==> src/rtl/ffbpa_pkg.sv <==
`timescale 1ns / 1ps
`default_nettype none
package ffbpa_pkg;

  localparam int POOL_BYTES = 4096;
  localparam int MAX_BLOCKS = 32;

  localparam int OFS_W  = $clog2(POOL_BYTES);
  localparam int SIZE_W = OFS_W + 1;
  localparam int IDX_W  = $clog2(MAX_BLOCKS);
  localparam int CNT_W  = IDX_W + 1;

  localparam logic [OFS_W-1:0] OFS_MAX   = OFS_W'(POOL_BYTES - 1);
  localparam logic [CNT_W-1:0] CNT_FULL  = CNT_W'(MAX_BLOCKS);

  localparam logic [1:0] FUNC_ALLOC   = 2'd0;
  localparam logic [1:0] FUNC_RELEASE = 2'd1;
  localparam logic [1:0] FUNC_QUERY   = 2'd2;

  localparam logic [2:0] ST_OK        = 3'd0;
  localparam logic [2:0] ST_NO_SPACE  = 3'd1;
  localparam logic [2:0] ST_NOT_FOUND = 3'd2;
  localparam logic [2:0] ST_FULL      = 3'd3;
  localparam logic [2:0] ST_ZERO      = 3'd4;

  typedef struct packed {
    logic [1:0]        func;
    logic [SIZE_W-1:0] size_bytes;
    logic [OFS_W-1:0]  target_offset;
  } in_t;

  typedef struct packed {
    logic [2:0]       status;
    logic [OFS_W-1:0] granted_offset;
    logic             is_present;
  } out_t;

  typedef struct packed {
    logic [OFS_W-1:0] start_ofs;
    logic [OFS_W-1:0] end_ofs;
  } entry_t;

  // controller to datapath
  typedef struct packed {
    logic       load;
    logic       scan_go;
    logic       scan_on;
    logic       up_go;
    logic       dn_go;
    logic       mv_on;
    logic       ins;
    logic       del;
    logic       fin;
    logic [2:0] fin_st;
  } cmd_t;

  // datapath to controller
  typedef struct packed {
    logic             is_alloc;
    logic             is_rel;
    logic             is_qry;
    logic             zero;
    logic             full;
    logic             empty;
    logic             fits_empty;
    logic             scan_hit;
    logic             scan_miss;
    logic             mv_done;
    logic [CNT_W-1:0] count;
  } st_t;

endpackage
`default_nettype wire

==> src/rtl/ffbpa_ctrl.sv <==
`timescale 1ns / 1ps
`default_nettype none
module ffbpa_ctrl
  import ffbpa_pkg::*;
(
  input  wire logic clk,
  input  wire logic rst_n,
  input  wire logic start,
  input  wire st_t  st,
  output cmd_t      cmd,
  output logic      busy
);

  typedef enum logic [5:0] {
    S_IDLE   = 6'b000001,
    S_DECIDE = 6'b000010,
    S_SCAN   = 6'b000100,
    S_UP     = 6'b001000,
    S_INS    = 6'b010000,
    S_DN     = 6'b100000
  } state_t;

  state_t state_r, state_nxt;

  always_comb begin
    state_nxt = state_r;
    cmd       = '0;
    unique case (state_r)
      S_IDLE: begin
        if (start) begin
          cmd.load  = 1'b1;
          state_nxt = S_DECIDE;
        end
      end
      S_DECIDE: begin
        priority if (st.is_alloc && st.zero) begin
          cmd.fin    = 1'b1;
          cmd.fin_st = ST_ZERO;
          state_nxt  = S_IDLE;
        end else if (st.is_alloc && st.full) begin
          cmd.fin    = 1'b1;
          cmd.fin_st = ST_FULL;
          state_nxt  = S_IDLE;
        end else if (st.is_alloc && st.empty) begin
          if (st.fits_empty) begin
            state_nxt = S_INS;
          end else begin
            cmd.fin    = 1'b1;
            cmd.fin_st = ST_NO_SPACE;
            state_nxt  = S_IDLE;
          end
        end else if (st.is_rel && st.empty) begin
          cmd.fin    = 1'b1;
          cmd.fin_st = ST_NOT_FOUND;
          state_nxt  = S_IDLE;
        end else if (st.is_alloc || ((st.is_rel || st.is_qry) && !st.empty)) begin
          cmd.scan_go = 1'b1;
          state_nxt   = S_SCAN;
        end else begin
          // empty query or unused code
          cmd.fin    = 1'b1;
          cmd.fin_st = ST_OK;
          state_nxt  = S_IDLE;
        end
      end
      S_SCAN: begin
        cmd.scan_on = 1'b1;
        if (st.scan_hit) begin
          priority if (st.is_alloc) begin
            cmd.up_go = 1'b1;
            state_nxt = S_UP;
          end else if (st.is_rel) begin
            cmd.dn_go = 1'b1;
            state_nxt = S_DN;
          end else begin
            cmd.fin    = 1'b1;
            cmd.fin_st = ST_OK;
            state_nxt  = S_IDLE;
          end
        end else if (st.scan_miss) begin
          cmd.fin    = 1'b1;
          cmd.fin_st = st.is_alloc ? ST_NO_SPACE : (st.is_rel ? ST_NOT_FOUND : ST_OK);
          state_nxt  = S_IDLE;
        end
      end
      S_UP: begin
        cmd.mv_on = 1'b1;
        if (st.mv_done) begin
          state_nxt = S_INS;
        end
      end
      S_INS: begin
        cmd.ins    = 1'b1;
        cmd.fin    = 1'b1;
        cmd.fin_st = ST_OK;
        state_nxt  = S_IDLE;
      end
      S_DN: begin
        cmd.mv_on = 1'b1;
        if (st.mv_done) begin
          cmd.del    = 1'b1;
          cmd.fin    = 1'b1;
          cmd.fin_st = ST_OK;
          state_nxt  = S_IDLE;
        end
      end
      default: begin
        state_nxt = S_IDLE;
      end
    endcase
  end

  always_ff @(posedge clk) begin
    if (!rst_n) begin
      state_r <= S_IDLE;
    end else begin
      state_r <= state_nxt;
    end
  end

  assign busy = (state_r != S_IDLE);

endmodule
`default_nettype wire

==> config.mk <==
export PLATFORM = sky130hd
export DESIGN_NAME = ffbpa_ctrl
export DESIGN_NICKNAME = d
export VERILOG_FILES = /design/src/rtl/ffbpa_pkg.sv /design/src/rtl/ffbpa_ctrl.sv
export SDC_FILE = /design/constraint.sdc
export NUM_CORES = 1
export LEC_CHECK = 0
export BUFFER_PORTS_ARGS = -buffer_cell sky130_fd_sc_hd__buf_2
export CORE_MARGIN = 10
export CORE_UTILIZATION = 45
export CTS_CLUSTER_SIZE = 28
export DETAILED_ROUTE_END_ITERATION = 8
export GPL_ROUTABILITY_DRIVEN = 0
export PLACE_DENSITY = 0.8
export SYNTH_ARGS = -nofsm -noshare
export SYNTH_HDL_FRONTEND = slang
export SYNTH_SLANG_ARGS = --single-unit
==> constraint.sdc <==
create_clock -name clk -period 5.6 [get_ports clk]
set_input_delay 0.28 -clock clk [delete_from_list [all_inputs] [get_ports clk]]
set_output_delay 0.28 -clock clk [all_outputs]
set_load 0.005 [all_outputs]
After elaboration in Yosys (flattened, before gate mapping)
Index checks and enable logic that the tools add are counted.

Flip-flop bits (word level): 6. Bits of input ports: 19.

Reduce and logical (&&, ||, !) cells: 10. Equal/unequal tests: 11. Multiplexer cells: 44.

Operators by type and width (number): 6-bit 2-to-1 mux (11); 4-bit 2-to-1 mux (10); 6-bit case mux with 5 select lines (1); 4-bit case mux with 4 select lines (1); 1-bit 2-to-1 mux (14); 5-bit 2-to-1 mux (2); 6-bit by 1-bit == test with 1-bit output, second input constant (1); 6-bit by 2-bit == test with 1-bit output, second input constant (1); 6-bit by 3-bit == test with 1-bit output, second input constant (1); 6-bit by 4-bit == test with 1-bit output, second input constant (1); 6-bit by 5-bit == test with 1-bit output, second input constant (1); 6-bit == test, second input constant (1); 2-bit 2-to-1 mux (3); 3-bit 2-to-1 mux (2); 2-bit != test, second input constant (3); 6-bit by 1-bit != test with 1-bit output, second input constant (1); 1-bit logical AND (5); 4-bit AND reduction (1); 3-bit != test, second input constant (1); 1-bit logical OR (2); 2-bit OR reduction (1); 1-bit zero test (1).

Logic depth before layout (Yosys ltp)
Gate-level depths: netlist (run 1).

Depth in word-level cells: 9. Mapped depth: 6. Depth with buffers taken out: 5.

Worst setup path after synthesis (run 1)
No wires, ideal clock.

Path kind: register to output. Start: reg state_r[3]. End: out cmd[0] (netlist bit). Path buffers: 1. Slack: 3.801 ns. Arrival time: 1.519 ns. Stages on the path, launching flop included: 6. Required time: 5.320 ns. Cell sequence: dfxtp_1 -> buf_6 -> or4_4 -> nor3_1 -> o21ai_0 -> a21boi_0.

RTL lines: start: declaration (RTL line ffbpa_ctrl.sv:23) `state_t state_r, state_nxt;`; start signal: assignment (RTL line ffbpa_ctrl.sv:117) `state_r <= state_nxt;`; end: declaration (RTL line ffbpa_ctrl.sv:10) `output cmd_t cmd,`.

==> impl_results.md, run 1 <==
- Vias per std cell: 5.865
- Final HPWL DP: 1359 µm
- # clock sinks: 6
- Total wire length: 1627 µm
- RSZ-0062 raised after global routing: false
- Final hold vios: 0
- MaxCap Viol Count: 0
- Number of flip-flops in the largest register: 6
- Startpoint types: flop
- Period utilization: 41.05%
- Die height: 56.27 µm
- CTS HTree Levels: 1
- Via count: 651
- WHS: 0.3275 ns
- Clock transition at the registers of the reported paths: 0.04 ns
- Top delay family on crit path: simple AND/OR/NAND/NOR gates
- Critical setup path kind: flop to output port
- Min Tclk post-route: 2.299 ns
- Post_cts resized: 0
- Post-CTS Repair Setup Buffers: 0
- Clock latency at the later pin of the worst-skew pair: 0.24 ns
- DRT Pass-1 Iters: 4
- Least-Margin Pin Slew: 0.5934 ns
- Remaining routing DRC violations: 0
- Hold WC Path Type: input pin to flop
- Register-to-register path setup slack: 3.73 ns
- Fmax: 0.4350 GHz
- Fin. max-slew vios: 0
- Initial antenna violation count: 0
- First-pass GRT wire length: 2601 µm
- CTS tree: yes
- Stages on the worst setup path: 5
- Slowest stage delay, CP: 0.58 ns
- Final TNS setup: 0 ns
- Mapped Cells: 73
- CTS Root Cell: clkbuf_4
- Drt wl/cell: 14.66 µm
- Hold buffers post-CTS: 0
- Mean Syn Cell Area: 8.107 µm²
- Highest-delay cell along the critical path: or4_4
- Power per cell area: 204.9 mW/mm²
- Area grow syn2layout: 21.14%
- Warnings, synthesis: 0
- Clock skew: 0.004962 ns
- Leakage: 0.3431 nW
- Cell taking the most area after synthesis: dfxtp_1
- IO buf count: 25
- Run status: complete, no violations
- Buffer depth of the longest clock path: 2
- Cts bufs inserted: 3
- Worst path cell trace: or4_4 -> nor3_1 -> o21ai_0 -> a21boi_0 -> buf_2
- PnR worst setup slack: 3.301 ns
- Row count: 13
- Count of cell types in the netlist: 38
- Top cell type's share of synthesized area: 20.30%
- Slew HR: 59.88%
- Vias in the first global route: 594
- Register area share after synthesis: 20.30%
- Count of state elements after synthesis: 6
- Nets@finish: 117
- Peak VDD IR: 0.1429 mV
- I/O pins: 32
- Most flops, register: state_r
- Die area: 0.003166 mm²
- Final number of setup-violating endpoints: 0
- Antenna viol nets, final: 0
- Synth Cell Area: 591.8 µm²
- Core area: 0.001269 mm²
- Worst hold stages: 2
- Die X-Extent: 56.27 µm
- Top Registers: state_r x6
- DR iter-0 viols: 23
- Worst Reg-to-Reg Cells: 5
- Req. time, crit path: 5.32 ns
- Total inserted antenna cells: 0
- Crit path capture type: output port
- Layout cells sized above 1: 37.50%
- Gr usage total: 9.717%
- Worst EP arrival: 2.02 ns
- Total grt overflow: 0
- Top cells by area, synth: dfxtp_1, and3_1, o21ai_0, buf_4, and4b_1
- CP bufs+invs: 1
- Largest net degree at the start of global routing: 11
- Starting Density: 46.65%
- Synth Net Count: 92
- Setup WS pre-CTS: 3.571 ns
- CP max FO: 9
==> cell usage after synthesis (all sizes together) <==
cell type	count
a311oi	1
and3	5
or2	1
o211ai	1
nor2	5
inv	3
nor3	4
dfxtp	6
o2bb2ai	2
o221a	1
mux2	1
nand2	3
nand2b	2
nor3b	2
o21a	1
xor2	2
nor2b	1
a21bo	1
nor4b	1
or4b	1
and4b	2
a21o	1
or3b	1
nand3	3
buf	5
or3	1
or4	2
o21ai	6
a32o	1
nand4b	1
and2	1
a21boi	2
a2111o	1
nand3b	2
==> power by group <==
part           leakage (nW)  switching [mW]  internal, mW
clock network        0.0138          0.0144        0.0242
registers            0.0489         0.00765        0.0468
logic                 0.280          0.0255        0.0283
total                 0.343          0.0475        0.0993
==> cell type report <==
class / count / area, µm²
Multi-Input combinational cell: 59 / 419.2
Timing Repair Buffer: 25 / 125.1
Sequential cell: 6 / 120.1
Clock buffer: 3 / 22.52
Tap cell: 15 / 18.77
Fill cell: 126 / 551.8
Inverter: 3 / 11.26
==> placed cells by master, fill, tap and decap left out, drive strengths merged, types with 2 or more instances in the layout <==
cell type,synthesis,final
clkbuf,0,3
nand3b,2,2
nand2,3,3
nand3,3,3
nor3,4,4
xor2,2,2
dfxtp,6,6
buf,5,25
o21ai,6,6
a21boi,2,2
or4,2,2
nand2b,2,2
nor2,5,5
inv,3,3
nor3b,2,2
and4b,2,2
and3,5,5
o2bb2ai,2,2
==> routing by layer <==
layer | track usage [%] | up-vias | wire, µm
met5 | 0 | - | 0
met1 | 9.750 | 306 | 642
met3 | 3.371 | 2 | 61
met2 | 18.07 | 20 | 908
met4 | 3.093 | 0 | 14
li1 | - | 323 | -
==> metrics by stage <==
stage / utilization (%) / power, mW / cells / area (µm²)
global route: 56.51 / 0.1576 / 111 / 716.9
detailed placement: 54.73 / 0.1092 / 108 / 694.4
finish: 56.51 / 0.1469 / 111 / 716.9
floorplan: - / 0.08888 / 73 / 591.8
CTS: 56.51 / 0.1486 / 111 / 716.9
global placement: 54.73 / 0.1065 / 108 / 694.4
==> final timing paths <==
check                    end        from
setup / recovery      cmd[0]  state_r[3]
hold / removal    state_r[2]       rst_n
setup reg to reg  state_r[1]  state_r[3]
hold reg to reg   state_r[5]  state_r[5]
==> worst reg2reg max path: stages (launching register included) <==
cell and delay (ns):
dfxtp_1 0.39, or4_4 0.58, nor3b_2 0.26, inv_2 0.08, o221a_4 0.29, and3_1 0.18
==> cell families (layout without fill, tap and decap cells) <==
kind of cell    count (synthesis)  in the layout  synth area share [%]
buf+inv                         8             31                 8.879
mux                             1              1                 1.903
simple gates                   38             38                 41.44
xor+xnor                        2              2                 2.960
flops                           6              6                 20.30
compound gates                 18             18                 24.53
No activity file was read; power rests on OpenSTA's default activity.
==> run 2: changes to the inputs <==
- CORE_UTILIZATION: 45 -> 39
- PLACE_DENSITY: 0.8 -> 0.74
- clock period: 5.6 -> 1.98 ns (I/O delays scaled with it)
==> impl_results.md, run 2 (synthesis gave the netlist of run 1 again) <==
- DR iter-0 viols: 5 (-78%)
- Cts bufs inserted: 3 (unchanged)
- Min Tclk post-route: 1.873 ns
- I/O pins: 32 (unchanged)
- Antenna viol nets, final: 0 (unchanged)
- Vias per std cell: 5.788 (-1.3%)
- Critical setup path kind: flop to output port
- Worst path cell trace: or4_4 -> nor3_4 -> o21ai_1 -> a21boi_0 -> buf_2
- Fin area: 800.8 µm² (+12%)
- First-pass GRT wire length: 2691 µm (+3.5%)
- Fin. max-slew vios: 0 (unchanged)
- Nets@finish: 124 (+6.0%)
- Hold buffers post-CTS: 0 (unchanged)
- Placed cell areas: 739.5 µm² (+6.5%)
- Remaining routing DRC violations: 0 (unchanged)
- Fmax: 0.5339 GHz
- Die area: 0.003476 mm² (+9.8%)
- Area grow syn2layout: 35.31%
- Final hold vios: 0 (unchanged)
- Finished Layout Cells: 118 (+6.3%)
- Leading cell type in the layout, fill and taps excluded: buf_2
- Top delay family on crit path: simple AND/OR/NAND/NOR gates
- Slew HR: 77.81% (+18 points)
- RSZ-0062 raised after global routing: false
- Core area: 0.001366 mm² (+7.7%)
- DP Cell Count: 114 (+5.6%)
- Via count: 683 (+4.9%)
- Final number of setup-violating endpoints: 0 (unchanged)
- Leakage: 0.3805 nW (+11%)
- Run status: complete, no violations
- Commonest cells after routing, fill and taps aside: buf_2, buf_4, nor2_1, and3_1
- Top Registers: state_r x6
- Peak VDD IR: 0.4047 mV (+180%)
- Layout cells sized above 1: 46.60% (+9.1 points)
- Die height: 58.96 µm (+4.8%)
- Least-Margin Pin Slew: 0.3306 ns (-0.2629 ns)
- Clock latency at the later pin of the worst-skew pair: 0.25 ns (about the same)
- Clock skew: 0.004096 ns (-0.0008666 ns)
- Drt wl/cell: 15.41 µm (+5.1%)
- Worst EP arrival: 1.77 ns (-0.25 ns)
- Hold WC Path Type: input pin to flop
- Total wire length: 1818 µm (+12%)
- Clock transition at the registers of the reported paths: 0.04 ns (about the same)
- Final HPWL DP: 1458 µm (+7.3%)
- CTS Root Cell: clkbuf_4
- # clock sinks: 6 (unchanged)
- PnR worst setup slack: 0.1070 ns (-3.194 ns)
- Crit path capture type: output port
- Total inserted antenna cells: 0 (unchanged)
- Req. time, crit path: 1.88 ns (-3.44 ns)
- Startpoint types: flop
- CTS HTree Levels: 1 (unchanged)
- Gr usage total: 9.863% (+0.15 points)
- Highest-delay cell along the critical path: or4_4
- MaxCap Viol Count: 0 (unchanged)
- DRT Pass-1 Iters: 5 (+1)
- Total grt overflow: 0 (unchanged)
- Largest net degree at the start of global routing: 11 (unchanged)
- Die X-Extent: 58.96 µm (+4.8%)
- CP bufs+invs: 1 (unchanged)
- Starting Density: 43.32% (-3.3 points)
- Row count: 13 (unchanged)
- CP max FO: 6 (-3)
- CTS tree: yes
- Initial antenna violation count: 0 (unchanged)
- IO buf count: 25 (unchanged)
- Number of flip-flops in the largest register: 6 (unchanged)
- Slowest stage delay, CP: 0.56 ns (-0.02 ns)
- Vias in the first global route: 646 (+8.8%)
- Setup WS pre-CTS: 0.1624 ns (-3.409 ns)
- Buffer depth of the longest clock path: 2 (unchanged)
- Most flops, register: state_r
- Power per cell area: 556.3 mW/mm² (+170%)
- Final TNS setup: 0 ns (unchanged)
- Period utilization: 94.59%
run 2: cell count changes in the layout (fill, tap and decap cells not counted):
cell     before  now
buf_4         0    7
dfxtp_1       6    4
dfxtp_2       0    2
nor3_1        4    2
nor3_4        0    2
o21ai_0       6    4
o21ai_1       0    2
nor4b_1       1    0
nor4b_2       0    1
run 2: metal layers:
| metal | global-route usage, % | part of all wire [%] | wire length [µm] | up-vias |
|---|---|---|---|---|
| li1 | - | - | - | 341 |
| met1 | 9.736 | 41 | 744 | 327 |
| met2 | 17.42 | 53 | 971 | 11 |
| met3 | 5.150 | 4.8 | 88 | 4 |
| met4 | 2.951 | 0.77 | 14 | 0 |
| met5 | 0 | 0 | 0 | - |
run 2: worst paths after layout:
check                                 from         end  slack, ns  cells past startpoint
worst max-delay path            state_r[3]      cmd[0]       0.11                      5
worst min-delay path                 rst_n  state_r[2]       0.14                      2
worst max register to register  state_r[3]  state_r[0]       0.14                      4
worst min register to register  state_r[3]  state_r[3]       0.63                      3
run 2: area by class of cell:
type | instances | area, µm²
fillers | 139 | 565.5
multi-input cells | 59 | 447.9
repair buffers | 32 | 177.7
flip-flops and latches | 6 | 122.6
clock buffers | 3 | 22.52
well taps | 15 | 18.77
inverters | 3 | 11.26
run 2: timing repair:
item	in CTS	in global routing
resized for setup	1	8
pin swaps	0	2
setup buffers	0	1
endpoints found under the setup margin	1	4
run 2: per-stage QoR:
| step | util, % | power, mW | hold slack, ns |
|---|---|---|---|
| after global placement | 54.12 | 0.3192 | 0.4036 |
| after detailed placement | 54.12 | 0.3244 | 0.4037 |
| after CTS | 56.14 | 0.4404 | 0.1459 |
| final | 58.61 | 0.4454 | 0.1407 |
| after global routing | 58.61 | 0.4763 | 0.1397 |
| after floorplan | - | 0.2514 | 0.2159 |
run 2: where the power goes:
group / internal (mW) / total (mW) / switching (mW)
registers: 0.132 / 0.137 / 0.00493
clock network: 0.0685 / 0.113 / 0.0440
logic: 0.0960 / 0.196 / 0.0995
total: 0.297 / 0.445 / 0.148
