[config.mk]
export PLATFORM = sky130hd
export DESIGN_NAME = ffbpa_datapath
export DESIGN_NICKNAME = d
export VERILOG_FILES = /design/src/rtl/ffbpa_pkg.sv /design/src/rtl/ffbpa_datapath.sv
export SDC_FILE = /design/constraint.sdc
export NUM_CORES = 1
export LEC_CHECK = 0
export ABC_AREA = 1
export BUFFER_PORTS_ARGS = -buffer_cell sky130_fd_sc_hd__buf_2
export CAP_MARGIN = 40
export CORE_UTILIZATION = 60
export CTS_CLUSTER_DIAMETER = 100
export DETAILED_ROUTE_END_ITERATION = 8
export PLACE_DENSITY_LB_ADDON = 0.3
export SYNTH_ARGS = -nofsm -noshare
export SYNTH_HDL_FRONTEND = slang
export SYNTH_SLANG_ARGS = --single-unit
export TNS_END_PERCENT = 100
[constraint.sdc]
create_clock -name clk -period 6.1 [get_ports clk]
set_input_delay 1.22 -clock clk [delete_from_list [all_inputs] [get_ports clk]]
set_output_delay 1.22 -clock clk [all_outputs]
set_load 0.005 [all_outputs]
[src/rtl/ffbpa_pkg.sv]
`timescale 1ns / 1ps
`default_nettype none
package ffbpa_pkg;

  localparam int POOL_BYTES = 4096;
  localparam int MAX_BLOCKS = 32;

  localparam int OFS_W  = $clog2(POOL_BYTES);
  localparam int SIZE_W = OFS_W + 1;
  localparam int IDX_W  = $clog2(MAX_BLOCKS);
  localparam int CNT_W  = IDX_W + 1;

  localparam logic [OFS_W-1:0] OFS_MAX   = OFS_W'(POOL_BYTES - 1);
  localparam logic [CNT_W-1:0] CNT_FULL  = CNT_W'(MAX_BLOCKS);

  localparam logic [1:0] FUNC_ALLOC   = 2'd0;
  localparam logic [1:0] FUNC_RELEASE = 2'd1;
  localparam logic [1:0] FUNC_QUERY   = 2'd2;

  localparam logic [2:0] ST_OK        = 3'd0;
  localparam logic [2:0] ST_NO_SPACE  = 3'd1;
  localparam logic [2:0] ST_NOT_FOUND = 3'd2;
  localparam logic [2:0] ST_FULL      = 3'd3;
  localparam logic [2:0] ST_ZERO      = 3'd4;

  typedef struct packed {
    logic [1:0]        func;
    logic [SIZE_W-1:0] size_bytes;
    logic [OFS_W-1:0]  target_offset;
  } in_t;

  typedef struct packed {
    logic [2:0]       status;
    logic [OFS_W-1:0] granted_offset;
    logic             is_present;
  } out_t;

  typedef struct packed {
    logic [OFS_W-1:0] start_ofs;
    logic [OFS_W-1:0] end_ofs;
  } entry_t;

  // controller to datapath
  typedef struct packed {
    logic       load;
    logic       scan_go;
    logic       scan_on;
    logic       up_go;
    logic       dn_go;
    logic       mv_on;
    logic       ins;
    logic       del;
    logic       fin;
    logic [2:0] fin_st;
  } cmd_t;

  // datapath to controller
  typedef struct packed {
    logic             is_alloc;
    logic             is_rel;
    logic             is_qry;
    logic             zero;
    logic             full;
    logic             empty;
    logic             fits_empty;
    logic             scan_hit;
    logic             scan_miss;
    logic             mv_done;
    logic [CNT_W-1:0] count;
  } st_t;

endpackage
`default_nettype wire

[src/rtl/ffbpa_datapath.sv]
`timescale 1ns / 1ps
`default_nettype none
module ffbpa_datapath
  import ffbpa_pkg::*;
(
  input  wire logic clk,
  input  wire logic rst_n,
  input  wire in_t  in_item,
  input  wire cmd_t cmd,
  output st_t       st,
  output logic      out_valid,
  output out_t      out_item
);

  entry_t mem [MAX_BLOCKS];
  entry_t rdata_r;

  in_t              req_r;
  logic [CNT_W-1:0] count_r, count_nxt;
  logic [CNT_W-1:0] rd_ptr_r;
  logic             chk_vld_r;
  logic [IDX_W-1:0] chk_at_r;
  logic [OFS_W-1:0] prev_end_r;
  logic [OFS_W-1:0] new_start_r;
  logic [OFS_W-1:0] new_end_r;
  logic [CNT_W-1:0] pos_r;
  logic             dir_up_r;
  logic [CNT_W-1:0] mv_ptr_r;
  logic             pend_vld_r;
  logic [IDX_W-1:0] pend_addr_r;
  logic             out_valid_r;
  out_t             out_r;

  logic                    is_alloc, is_rel, is_qry;
  logic                    scan_issue, mv_issue, rd_en;
  logic [IDX_W-1:0]        raddr, mv_raddr, mv_waddr;
  logic                    we;
  logic [IDX_W-1:0]        waddr;
  entry_t                  wdata;
  logic [CNT_W-1:0]        cnt_m1;
  logic                    chk, last;
  logic signed [SIZE_W:0]  gap;
  logic                    gap_ok, tail_ok, match, hit;
  logic [SIZE_W-1:0]       gap_end, tail_end;

  assign is_alloc = (req_r.func == FUNC_ALLOC);
  assign is_rel   = (req_r.func == FUNC_RELEASE);
  assign is_qry   = (req_r.func == FUNC_QUERY);
  assign cnt_m1   = count_r - CNT_W'(1);

  // scan: one entry read per cycle, checked when its data returns
  assign scan_issue = cmd.scan_on && (rd_ptr_r < count_r);
  assign chk        = cmd.scan_on && chk_vld_r;
  assign last       = ({1'b0, chk_at_r} == cnt_m1);

  assign gap      = $signed({2'b00, rdata_r.start_ofs} - {2'b00, prev_end_r}
                            - {{(SIZE_W){1'b0}}, 1'b1});
  assign gap_ok   = (chk_at_r != '0) && (gap >= $signed({1'b0, req_r.size_bytes}));
  assign tail_ok  = last && ({1'b0, OFS_MAX - rdata_r.end_ofs} > req_r.size_bytes);
  assign gap_end  = {1'b0, prev_end_r} + req_r.size_bytes;
  assign tail_end = {1'b0, rdata_r.end_ofs} + req_r.size_bytes;
  assign match    = (rdata_r.start_ofs == req_r.target_offset);
  assign hit      = chk && (is_alloc ? (gap_ok || tail_ok) : match);

  // move: copy one entry up (insert) or down (remove) per cycle
  always_comb begin
    if (dir_up_r) begin
      mv_issue = (mv_ptr_r > pos_r);
      mv_raddr = IDX_W'(mv_ptr_r - CNT_W'(1));
      mv_waddr = mv_ptr_r[IDX_W-1:0];
    end else begin
      mv_issue = (mv_ptr_r < count_r);
      mv_raddr = mv_ptr_r[IDX_W-1:0];
      mv_waddr = IDX_W'(mv_ptr_r - CNT_W'(1));
    end
  end

  assign rd_en = scan_issue || (cmd.mv_on && mv_issue);
  assign raddr = cmd.scan_on ? rd_ptr_r[IDX_W-1:0] : mv_raddr;
  assign we    = (cmd.mv_on && pend_vld_r) || cmd.ins;
  assign waddr = cmd.ins ? pos_r[IDX_W-1:0] : pend_addr_r;
  assign wdata = cmd.ins ? entry_t'{start_ofs: new_start_r, end_ofs: new_end_r} : rdata_r;

  always_ff @(posedge clk) begin
    if (rd_en) begin
      rdata_r <= mem[raddr];
    end
    if (we) begin
      mem[waddr] <= wdata;
    end
  end

  always_comb begin
    count_nxt = count_r;
    if (cmd.ins) begin
      count_nxt = count_r + CNT_W'(1);
    end else if (cmd.del) begin
      count_nxt = cnt_m1;
    end
  end

  always_ff @(posedge clk) begin
    if (!rst_n) begin
      count_r     <= '0;
      chk_vld_r   <= 1'b0;
      pend_vld_r  <= 1'b0;
      out_valid_r <= 1'b0;
    end else begin
      count_r     <= count_nxt;
      out_valid_r <= cmd.fin;
      if (cmd.scan_go) begin
        chk_vld_r <= 1'b0;
      end else if (cmd.scan_on) begin
        chk_vld_r <= scan_issue;
      end
      if (cmd.up_go || cmd.dn_go) begin
        pend_vld_r <= 1'b0;
      end else if (cmd.mv_on) begin
        pend_vld_r <= mv_issue;
      end
    end
  end

  always_ff @(posedge clk) begin
    if (cmd.load) begin
      req_r       <= in_item;
      new_start_r <= '0;
      new_end_r   <= OFS_W'(in_item.size_bytes - SIZE_W'(1));
      pos_r       <= '0;
    end
    if (cmd.scan_go) begin
      rd_ptr_r <= '0;
    end else if (scan_issue) begin
      rd_ptr_r <= rd_ptr_r + CNT_W'(1);
      chk_at_r <= rd_ptr_r[IDX_W-1:0];
    end
    if (chk) begin
      prev_end_r <= rdata_r.end_ofs;
    end
    if (hit) begin
      // tail placement goes after the last entry
      pos_r <= (is_alloc && !gap_ok) ? count_r : {1'b0, chk_at_r};
      if (is_alloc) begin
        if (gap_ok) begin
          new_start_r <= prev_end_r + OFS_W'(1);
          new_end_r   <= gap_end[OFS_W-1:0];
        end else begin
          new_start_r <= rdata_r.end_ofs + OFS_W'(1);
          new_end_r   <= tail_end[OFS_W-1:0];
        end
      end
    end
    if (cmd.up_go) begin
      dir_up_r <= 1'b1;
      mv_ptr_r <= count_r;
    end else if (cmd.dn_go) begin
      dir_up_r <= 1'b0;
      mv_ptr_r <= {1'b0, chk_at_r} + CNT_W'(1);
    end else if (cmd.mv_on && mv_issue) begin
      mv_ptr_r    <= dir_up_r ? (mv_ptr_r - CNT_W'(1)) : (mv_ptr_r + CNT_W'(1));
      pend_addr_r <= mv_waddr;
    end
    if (cmd.fin) begin
      out_r.status         <= cmd.fin_st;
      out_r.granted_offset <= (is_alloc && (cmd.fin_st == ST_OK)) ? new_start_r : '0;
      out_r.is_present     <= is_qry && hit;
    end
  end

  always_comb begin
    st.is_alloc   = is_alloc;
    st.is_rel     = is_rel;
    st.is_qry     = is_qry;
    st.zero       = (req_r.size_bytes == '0);
    st.full       = (count_r == CNT_FULL);
    st.empty      = (count_r == '0);
    st.fits_empty = (req_r.size_bytes < SIZE_W'(POOL_BYTES));
    st.scan_hit   = hit;
    st.scan_miss  = chk && last && !hit;
    st.mv_done    = cmd.mv_on && !mv_issue && !pend_vld_r;
    st.count      = count_r;
  end

  assign out_valid = out_valid_r;
  assign out_item  = out_r;

endmodule
`default_nettype wire

After elaboration in Yosys (flattened, before gate mapping)
Memory sizes are Yosys's and may differ from the RTL's. A register that Yosys moved wholly into a read port is not among the register bits.
Cells that the tools add are included.
Cells by class
  eq/ne operators: 5
  shift operators: 0
  mux-type cells: 26
  divide/modulo/power cells: 0
  bitwise logic cells: 4
  magnitude comparators: 6
  $mul: 0
  reductions and logical operators: 34
  add/subtract/negate cells: 14
Operator list (count)
  two-way mux 12 bit: 8
  two-way mux 6 bit: 9
  adder 12 x 1 -> 12 bit, second input constant: 2
  adder 12 bit: 2
  two-way mux 24 bit: 1
  two-way mux 5 bit: 4
  adder 6 x 1 -> 6 bit, second input constant: 3
  >= comparator 14 bit: 1
  logical AND 1 bit: 14
  subtractor 13 x 2 -> 14 bit, second input constant: 1
  greater-than comparator 12 x 13 -> 1 bit: 1
  logical NOT 13 bit: 1
  less-than comparator 13 bit, second input constant: 1
  subtractor 12 x 12 -> 13 bit: 1
  equality test 12 bit: 1
  less-than comparator 6 bit: 2
  subtractor 12 x 1 -> 12 bit, second input constant: 1
  subtractor 12 bit, first input constant: 1
  subtractor 6 x 1 -> 6 bit, second input constant: 2
  adder 5 x 1 -> 6 bit, second input constant: 1
  equality test 5 x 6 -> 1 bit: 1
  equality test 6 bit, second input constant: 1
  greater-than comparator 6 bit: 1
  logical NOT 6 bit: 1
  other kinds (14): 28
Word-level totals
  latch bits: 0
  memory bits (read-only): 0
  register bits: 117
  output and inout bits: 33
  input bits: 41
  bits in writable memories: 768
  memories: 1
Memories
  mem: depth 32, bits a word 24, read ports 1, clocked after Yosys merged registers in 1, wr ports 1, line ffbpa_datapath.sv:15  | entry_t mem [MAX_BLOCKS];

Longest topological paths before layout
Gate-level depths: netlist of the first run.
  depth after elaboration: 9
  depth in mapped cells: 41

Worst setup path after synthesis of the first run
Ideal clock, no wire load.
  path type: flip-flop to flip-flop
  from: register rdata_r[12] (netlist name)
  to: register new_end_r[10]
  stages on the path, launching flop included: 37
  arrival: 5.256 ns
  data required time: 5.985 ns
  period minus slack after synthesis: 5.372 ns
  setup slack: 0.728 ns
  cell sequence: edfxtp_1 inv_1 ha_1 inv_2 fa_1 nand3_1 nand2_1 nand2_1 nand2_1 nor3b_1 and3_1 nand3_1 xnor2_1 ha_1 nand2_1 inv_1 nand2_1 nand2_1 nand2_1 nand2_1 nand3_4 buf_12 o21ai_2 inv_1 ha_1 fa_1 a21o_1 a21oi_1 o21ai_0 nand3_1 nand2_1 a21oi_1 nor2_1 nor2_1 xor2_1 o21ai_0 inv_1
Between the ends
  longest elaborated chain between the ends: 8
  elaborated cells between the ends (all ways): 11
RTL lines
  subtractor 12 x 12 -> 13 bit: line ffbpa_datapath.sv:56  | assign gap = $signed({2'b00, rdata_r.start_ofs} - {2'b00, prev_end_r}
  subtractor 13 x 2 -> 14 bit: line ffbpa_datapath.sv:57  | - {{(SIZE_W){1'b0}}, 1'b1});
  >= comparator 14 bit: line ffbpa_datapath.sv:58  | assign gap_ok = (chk_at_r != '0) && (gap >= $signed({1'b0, req_r.size_bytes}));
  logical AND 1 bit: line ffbpa_datapath.sv:58
  logical OR 1 bit: line ffbpa_datapath.sv:63  | assign hit = chk && (is_alloc ? (gap_ok || tail_ok) : match);
  two-way mux 1 bit: line ffbpa_datapath.sv:63
  logical AND 1 bit: line ffbpa_datapath.sv:63
  two-way mux 12 bit (*): line ffbpa_datapath.sv:140  | if (hit) begin
  end signal, assigned: line ffbpa_datapath.sv:128  | new_end_r <= OFS_W'(in_item.size_bytes - SIZE_W'(1));
  end signal, assigned: line ffbpa_datapath.sv:146  | new_end_r <= gap_end[OFS_W-1:0];
  end signal, assigned: line ffbpa_datapath.sv:149  | new_end_r <= tail_end[OFS_W-1:0];
  end, declared: line ffbpa_datapath.sv:25  | logic [OFS_W-1:0] new_end_r;
Mark *: on every way between the ends. The rest lies on a longest branch, timed or not.
A chain may end at the register's enable or synchronous reset.

==> impl_metrics.py, run 1 <==
metrics = {
    "timing": {
        "finalMaxSlewViolations": 0,
        "worstMarginPinSlew_ns": 0.8909,
        "fin_setup_tns_ns": 0,
        "hold_violations": 0,
        "slew_headroom": 0.4038,
        "fmax_mhz": 172.4,
        "finClkSkew_ns": 0.01995,
        "min_period_ns": 5.801,
        "timing.final.crit_share": 0.9510,
        "setup_viol": 0,
        "layout_setup_ws_ns": 0.2987,
    },
    "route": {
        "dr.pass1.iters": 5,
        "wl_um": 97790,
        "viasPerCell": 6.120,
        "drtIter0Drc": 2350,
        "vias": 24350,
        "post-route-drc-count": 0,
        "wl_per_cell_um": 24.58,
        "antenna_left": 0,
    },
    "power_and_ir_drop": {
        "p_leak_nw": 16.56,
        "p_per_area_mw_per_mm2": 366.6,
        "ir_drop_v": 0.0002431,
    },
    "yosys": {
        "yosysTopAreaCellShare": 0.6398,
        "dominantRegCellSynth": "edfxtp_1",
        "yosys.area_share.adder": 0.02460,
        "ys_seq_area_frac": 0.6594,
        "synth_compound_area_frac": 0.04540,
        "synth_top_family_by_area": "multiplexers",
        "synthTopCellsByArea": "edfxtp_1, mux2_2, nand2_1",
        "synth_cells": 2893,
        "synth_cell_types": 57,
        "async_flop_share": 0,
        "syn_area_mm2": 0.04079,
        "synth_warnings": 0,
        "synth-edff-count": 869,
        "yosys.area.top_type": "edfxtp_1",
        "ys_ff_latch": 909,
        "synthSimpleGateAreaFrac": 0.07230,
        "avgSynthCellArea_um2": 14.10,
        "synthesis.nets": 3013,
        "yosys-mux-area-fraction": 0.1571,
        "synth_xor_area_frac": 0.01031,
    },
    "status": {
        "status": "completed",
    },
    "place": {
        "dp.cells": 3806,
        "pre_cts_ws_ns": 0.2241,
        "port_buffers": 73,
        "place.gp.congestion": 0.9065,
        "dp_hpwl_um": 60700,
    },
    "floorplanning": {
        "start_util": 0.6073,
        "dieArea_mm2": 0.06903,
        "die_w_um": 262.7,
        "core_mm2": 0.06716,
        "die_h_um": 262.7,
        "ioPinCount": 74,
        "fp-row-count": 95,
    },
    "final_layout": {
        "antennaDiodeCount": 0,
        "layout.nets": 3150,
        "post-route-util": 0.6821,
        "syn_to_final_growth_pct": 12.30,
        "drive_gt1_frac": 0.3030,
        "stdcell_count": 3979,
        "fill_cells": 4497,
    },
    "critical_path": {
        "crit_start": "prev_end_r[0]$_DFFE_PP_",
        "cpMaxStageDelayCell": "edfxtp_1",
        "cp_max_fo": 8,
        "endpoint_kind": "output port",
        "critical_path_arrival_ns": 4.58,
        "cp_slowest_stage_delay_ns": 0.45,
        "cpMostUsedCell": "nand2_1",
        "criticalPathCategory": "reg -> out",
        "crit_buf_inv": 5,
        "cp-start-kind": "register",
        "required_ns": 4.88,
        "r2r_start": "prev_end_r[0]$_DFFE_PP_",
        "critPathTopFamily": "simple AND/OR/NAND/NOR gates",
    },
    "grt": {
        "grt_use_met1": 0.3835,
        "grt_usage": 0.2818,
        "antenna_found_initial": 2,
        "grt_use_met2": 0.4690,
        "gr-total-overflow": 0,
        "grt_pass1_wl_um": 145800,
        "use_met3": 0.03589,
        "gr-max-usage-layer": "met2",
        "grt_pass1_vias": 24250,
        "grt_start_max_net_pins": 100,
    },
    "clock_tree": {
        "clkLatencyLatePin_ns": 0.65,
        "hold_buffers": 0,
        "cts_tree": "done",
        "clockBufferDepth": 3,
        "cts_buffers": 91,
        "clock-sinks": 909,
        "cts_htree_levels": 3,
        "cts_root_buffer": "clkbuf_16",
        "clk_pin_slew_worst_paths_ns": 0.06,
    },
    "worst_hold_path": {
        "hold_class": "reg -> reg",
        "min_from": "new_start_r[1]$_DFF_P_",
    },
    "run": {
        "maxCapViolCount": 0,
    },
}
==> cells by family (layout without fill, tap and decap cells) <==
logic type,count (synthesis),count (layout)
compound gates,310,310
simple gates,669,669
flops,909,909
fa+ha+maj,79,79
buf+inv,301,514
mux,577,577
xor+xnor,48,48
==> routing by layer <==
metal / wire, µm / part of all wire
met1: 40750 / 0.42
met2: 47310 / 0.48
met3: 6649 / 0.068
met4: 3059 / 0.031
met5: 13 / 0.00013
==> timing repair <==
item / CTS / global route
resized for setup: 2 / 15
pin swaps: 1 / 2
setup buffers: 1 / 2
setup endpoints to repair: 2 / 6
==> flip-flops by register name, summed over array words and instances (netlist names), 12 cells and up <==
name,flops
new_start_r,12
mem,768
rdata_r,24
req_r,27
out_item,16
prev_end_r,12
new_end_r,12
==> cell usage in the layout, fill, tap and decap left out, drive strengths merged, types with 3 or more instances in the layout <==
master / instances
ha: 77
nor2: 197
xor2: 34
dfxtp: 40
buf: 172
o21ai: 147
o21a: 3
edfxtp: 869
nand4: 22
xnor2: 14
a22oi: 3
clkbuf: 110
clkinvlp: 5
bufinv: 10
or2: 4
o211ai: 57
nand2: 331
a211oi: 28
nor4: 6
a21oi: 50
a31oi: 9
inv: 174
clkinv: 43
mux2i: 73
nand3b: 3
nor3: 21
nand3: 79
mux2: 504
==> tightest hold or removal path: cells and delay by family (launching register included) <==
kind	cells	cell delay, ns
flops	1	0.31
simple gates	2	0.11
==> stage by stage <==
| step | total power [mW] | hold slack, ns | cell area (µm²) |
|---|---|---|---|
| after floorplan | 10.10 | 0.4264 | 40790 |
| after global placement | 11.13 | 0.4519 | 42650 |
| after detailed placement | 11.23 | 0.4503 | 42710 |
| after CTS | 16.77 | 0.4670 | 45720 |
| after global routing | 17.39 | 0.4801 | 45810 |
| final | 16.79 | 0.4679 | 45810 |
==> final timing paths <==
path / to / slack (ns) / cells past startpoint
setup / recovery: st[7] / 0.30 / 28
hold / removal: new_start_r[1]$_DFF_P_ / 0.47 / 2
setup reg to reg: new_end_r[11]$_DFF_P_ / 0.42 / 39
hold reg to reg: new_start_r[1]$_DFF_P_ / 0.47 / 2
==> cell usage after synthesis, types with 9 or more instances <==
| cell | count |
|---|---|
| edfxtp_1 | 869 |
| mux2_2 | 504 |
| nand2_1 | 309 |
| nor2_1 | 190 |
| inv_1 | 165 |
| o21ai_0 | 129 |
| ha_1 | 77 |
| mux2i_1 | 73 |
| nand3_1 | 72 |
| o211ai_1 | 56 |
| clkbuf_1 | 54 |
| buf_2 | 53 |
| a21oi_1 | 50 |
| dfxtp_1 | 40 |
| xor2_1 | 34 |
| a211oi_1 | 28 |
| nand4_1 | 22 |
| nor3_1 | 21 |
| nand2_2 | 15 |
| o21ai_1 | 15 |
| xnor2_1 | 14 |
| buf_1 | 10 |
| a31oi_1 | 9 |
==> area by class of cell <==
cell class                      count  area, µm²  area share
Sequential cell                   909      26900      0.5872
Multi-Input combinational cell   1683      12910      0.2819
Clock buffer                      110       2380     0.05195
Timing Repair Buffer              172       1266     0.02764
Tap cell                          873       1092     0.02385
Inverter                          173      650.6     0.01420
Clock inverter                     59      610.6     0.01333
==> power breakdown <==
group	internal (mW)	switching [mW]	total (mW)	leakage, nW
clock network	3.22	2.36	5.58	1.46
logic	1.40	2.33	3.74	6.79
registers	7.31	0.157	7.47	8.31
Power figures use the tool's default switching activity.
==> run 2, diff against run 1 <==
--- a/config.mk
+++ b/config.mk
@@ -8,7 +8,7 @@
 export ABC_AREA = 1
 export BUFFER_PORTS_ARGS = -buffer_cell sky130_fd_sc_hd__buf_2
 export CAP_MARGIN = 40
-export CORE_UTILIZATION = 60
+export CORE_UTILIZATION = 57
 export CTS_CLUSTER_DIAMETER = 100
 export DETAILED_ROUTE_END_ITERATION = 8
 export PLACE_DENSITY_LB_ADDON = 0.3
==> constraint.sdc (replaced) <==
create_clock -name clk -period 5 [get_ports clk]
set_input_delay 1 -clock clk [delete_from_list [all_inputs] [get_ports clk]]
set_output_delay 1 -clock clk [all_outputs]
set_load 0.005 [all_outputs]
==> run 2 against run 1 <==
Against the previous run:
- the flow now finishes with violations (setup timing)
- critical path depth rose by 1
- setup slack got worse by 0.74 ns
- core utilization fell by 1.4 points
- sequential cell count did not move
- clock skew rose by 0.012 ns
- non-clock buffer count rose by 96
- first-iteration DRC count rose by 1.2%
- cell area rose by 2.7%
- cell count rose by 4.2%
==> impl_metrics.py, run 2 (synthesized netlist as in run 1, its figures left out) <==
metrics = {
    "grt": {
        "grt_usage": 0.2768,
        "gr-total-overflow": 0,
        "grt_pass1_vias": 24640,
        "grt_pass1_wl_um": 150800,
        "grt_start_max_net_pins": 114,
        "antenna_found_initial": 1,
    },
    "timing": {
        "min_period_ns": 5.442,
        "setup_viol": 9,
        "layout_setup_ws_ns": -0.4418,
        "worstMarginPinSlew_ns": 0.8669,
        "finalMaxSlewViolations": 0,
        "timing.final.crit_share": 1.088,
        "hold_violations": 0,
        "slew_headroom": 0.4159,
        "hold_ws_ns": 0.4775,
        "grt_setup_unrepaired": "true",
        "finClkSkew_ns": 0.03155,
        "fmax_mhz": 183.8,
    },
    "run": {
        "maxCapViolCount": 0,
    },
    "critical_path": {
        "crit_start": "rdata_r[12]$_DFFE_PP_",
        "worst-path-stages": 29,
        "critical_path_arrival_ns": 4.44,
        "critPathTopFamily": "simple AND/OR/NAND/NOR gates",
        "r2r_end": "new_end_r[10]$_DFF_P_",
        "required_ns": 4.00,
        "crit_buf_inv": 6,
        "ff2ff_setup_slack_ns": -0.28,
        "cp-start-kind": "register",
        "cp_max_fo": 3,
        "r2r_cells": 39,
        "r2r_start": "rdata_r[12]$_DFFE_PP_",
        "criticalPathCategory": "reg -> out",
        "crit_end": "st[7]",
        "cpMaxStageDelayCell": "edfxtp_1",
        "endpoint_kind": "output port",
        "cpMostUsedCell": "nand2_2",
        "cp_slowest_stage_delay_ns": 0.41,
    },
    "final_layout": {
        "largestRegisters": "mem x768, req_r x27, rdata_r x24",
        "fill_cells": 4815,
        "top_register": "mem",
        "syn_to_final_growth_pct": 15.34,
        "antennaDiodeCount": 0,
        "post-route-util": 0.6683,
        "layout_commonest_cell": "edfxtp_1",
        "drive_gt1_frac": 0.3329,
        "largest_register_ffs": 768,
        "layout.nets": 3249,
        "fin_area_mm2": 0.04704,
        "layout_common_cells": "edfxtp_1, mux2_2, nand2_1, buf_4, inv_1",
    },
    "clock_tree": {
        "cts_root_buffer": "clkbuf_16",
        "cts_htree_levels": 3,
        "hold_buffers": 0,
        "clkLatencyLatePin_ns": 0.66,
        "cts_tree": "done",
        "clk_pin_slew_worst_paths_ns": 0.06,
        "cts_buffers": 94,
        "clockBufferDepth": 3,
        "clock-sinks": 909,
    },
    "power_and_ir_drop": {
        "fin_total_pwr_mw": 21.22,
        "p_per_area_mw_per_mm2": 451.0,
        "ir_drop_v": 0.0003303,
        "p_leak_nw": 17.13,
    },
    "floorplanning": {
        "core_mm2": 0.07039,
        "die_h_um": 269.5,
        "dieArea_mm2": 0.07263,
        "ioPinCount": 74,
        "die_w_um": 269.5,
        "fp-row-count": 97,
        "start_util": 0.5794,
    },
    "route": {
        "antenna_left": 0,
        "drtIter0Drc": 2379,
        "dr.pass1.iters": 6,
        "wl_um": 100500,
        "post-route-drc-count": 0,
        "viasPerCell": 5.949,
        "vias": 24660,
        "wl_per_cell_um": 24.23,
    },
    "status": {
        "violations": "setup timing",
        "status": "complete, but fails checks",
    },
    "place": {
        "dp_hpwl_um": 63150,
        "postPlaceCellArea_mm2": 0.04349,
        "port_buffers": 73,
        "place.gp.congestion": 0.9075,
    },
    "worst_hold_path": {
        "hold_class": "reg -> reg",
    },
}
-- run 2: cell count changes in the layout (fill, tap and decap cells not counted), moves of 7 or more --
cell,delta
nand2_1,-13
buf_12,+13
nand2_2,+8
clkbuf_1,+8
buf_4,+81
clkinv_2,-7
-- run 2: layout make-up --
type | instances | area, µm² | share of cell area
sequential | 909 | 26900 | 0.5717
multi-input combinational | 1683 | 13170 | 0.2798
clock buffer | 123 | 2512 | 0.05341
timing repair buffer | 268 | 2172 | 0.04617
tap | 940 | 1176 | 0.02500
inverter | 173 | 650.6 | 0.01383
clock inverter | 49 | 471.7 | 0.01003
-- run 2: how the worst min path moves through the flow --
stage	depth (start not counted)	to	slack (ns)	from
floorplan	0	prev_end_r[11]$_DFFE_PP_	0.43	rdata_r[11]$_DFFE_PP_
global placement	2	rd_ptr_r[5]$_SDFFE_PP0P_	0.46	rd_ptr_r[5]$_SDFFE_PP0P_
detailed placement	2	new_start_r[1]$_DFF_P_	0.47	new_start_r[1]$_DFF_P_
CTS	2	new_start_r[1]$_DFF_P_	0.48	new_start_r[1]$_DFF_P_
global route	2	new_start_r[5]$_DFF_P_	0.49	new_start_r[5]$_DFF_P_
finish	2	new_start_r[1]$_DFF_P_	0.48	new_start_r[1]$_DFF_P_
-- run 2: where the power goes --
group          leakage [nW]  internal [mW]  total, mW  switching [mW]
logic                  7.36           2.21       5.35            3.14
clock network          1.46           3.91       6.76            2.85
registers              8.31           8.93       9.11           0.189
-- run 2: stage by stage --
stage	setup slack (ns)	instances	setup TNS, ns
floorplan	-0.02334	2893	-0.02334
global placement	-0.003388	3933	-0.003388
detailed placement	-0.01170	3938	-0.01402
CTS	-0.3931	4134	-1.933
global route	-0.7637	4145	-5.290
finish	-0.4418	4145	-1.766
-- run 2: routing by layer --
metal	vias up	wire length [µm]	track usage
met5	-	0	0
met4	0	4483	0.1238
met3	217	7275	0.04675
met2	991	48020	0.4495
met1	12300	40680	0.3679
li1	11150	-	-
-- run 2: worst reg2reg max path: cells and delay by family, from the launching register on --
family,cells,cell delay [ns]
simple gates,17,1.60
flops,1,0.41
buf+inv,9,0.80
fa+ha+maj,5,1.29
xor+xnor,2,0.23
compound gates,6,0.85
-- run 2: timing repair --
item                                    CTS  global route
endpoints found under the hold margin     0             0
pin swaps                                36            47
gates resized for setup                  34            33
endpoints found under the setup margin    5            20
buffers inserted                         24            13
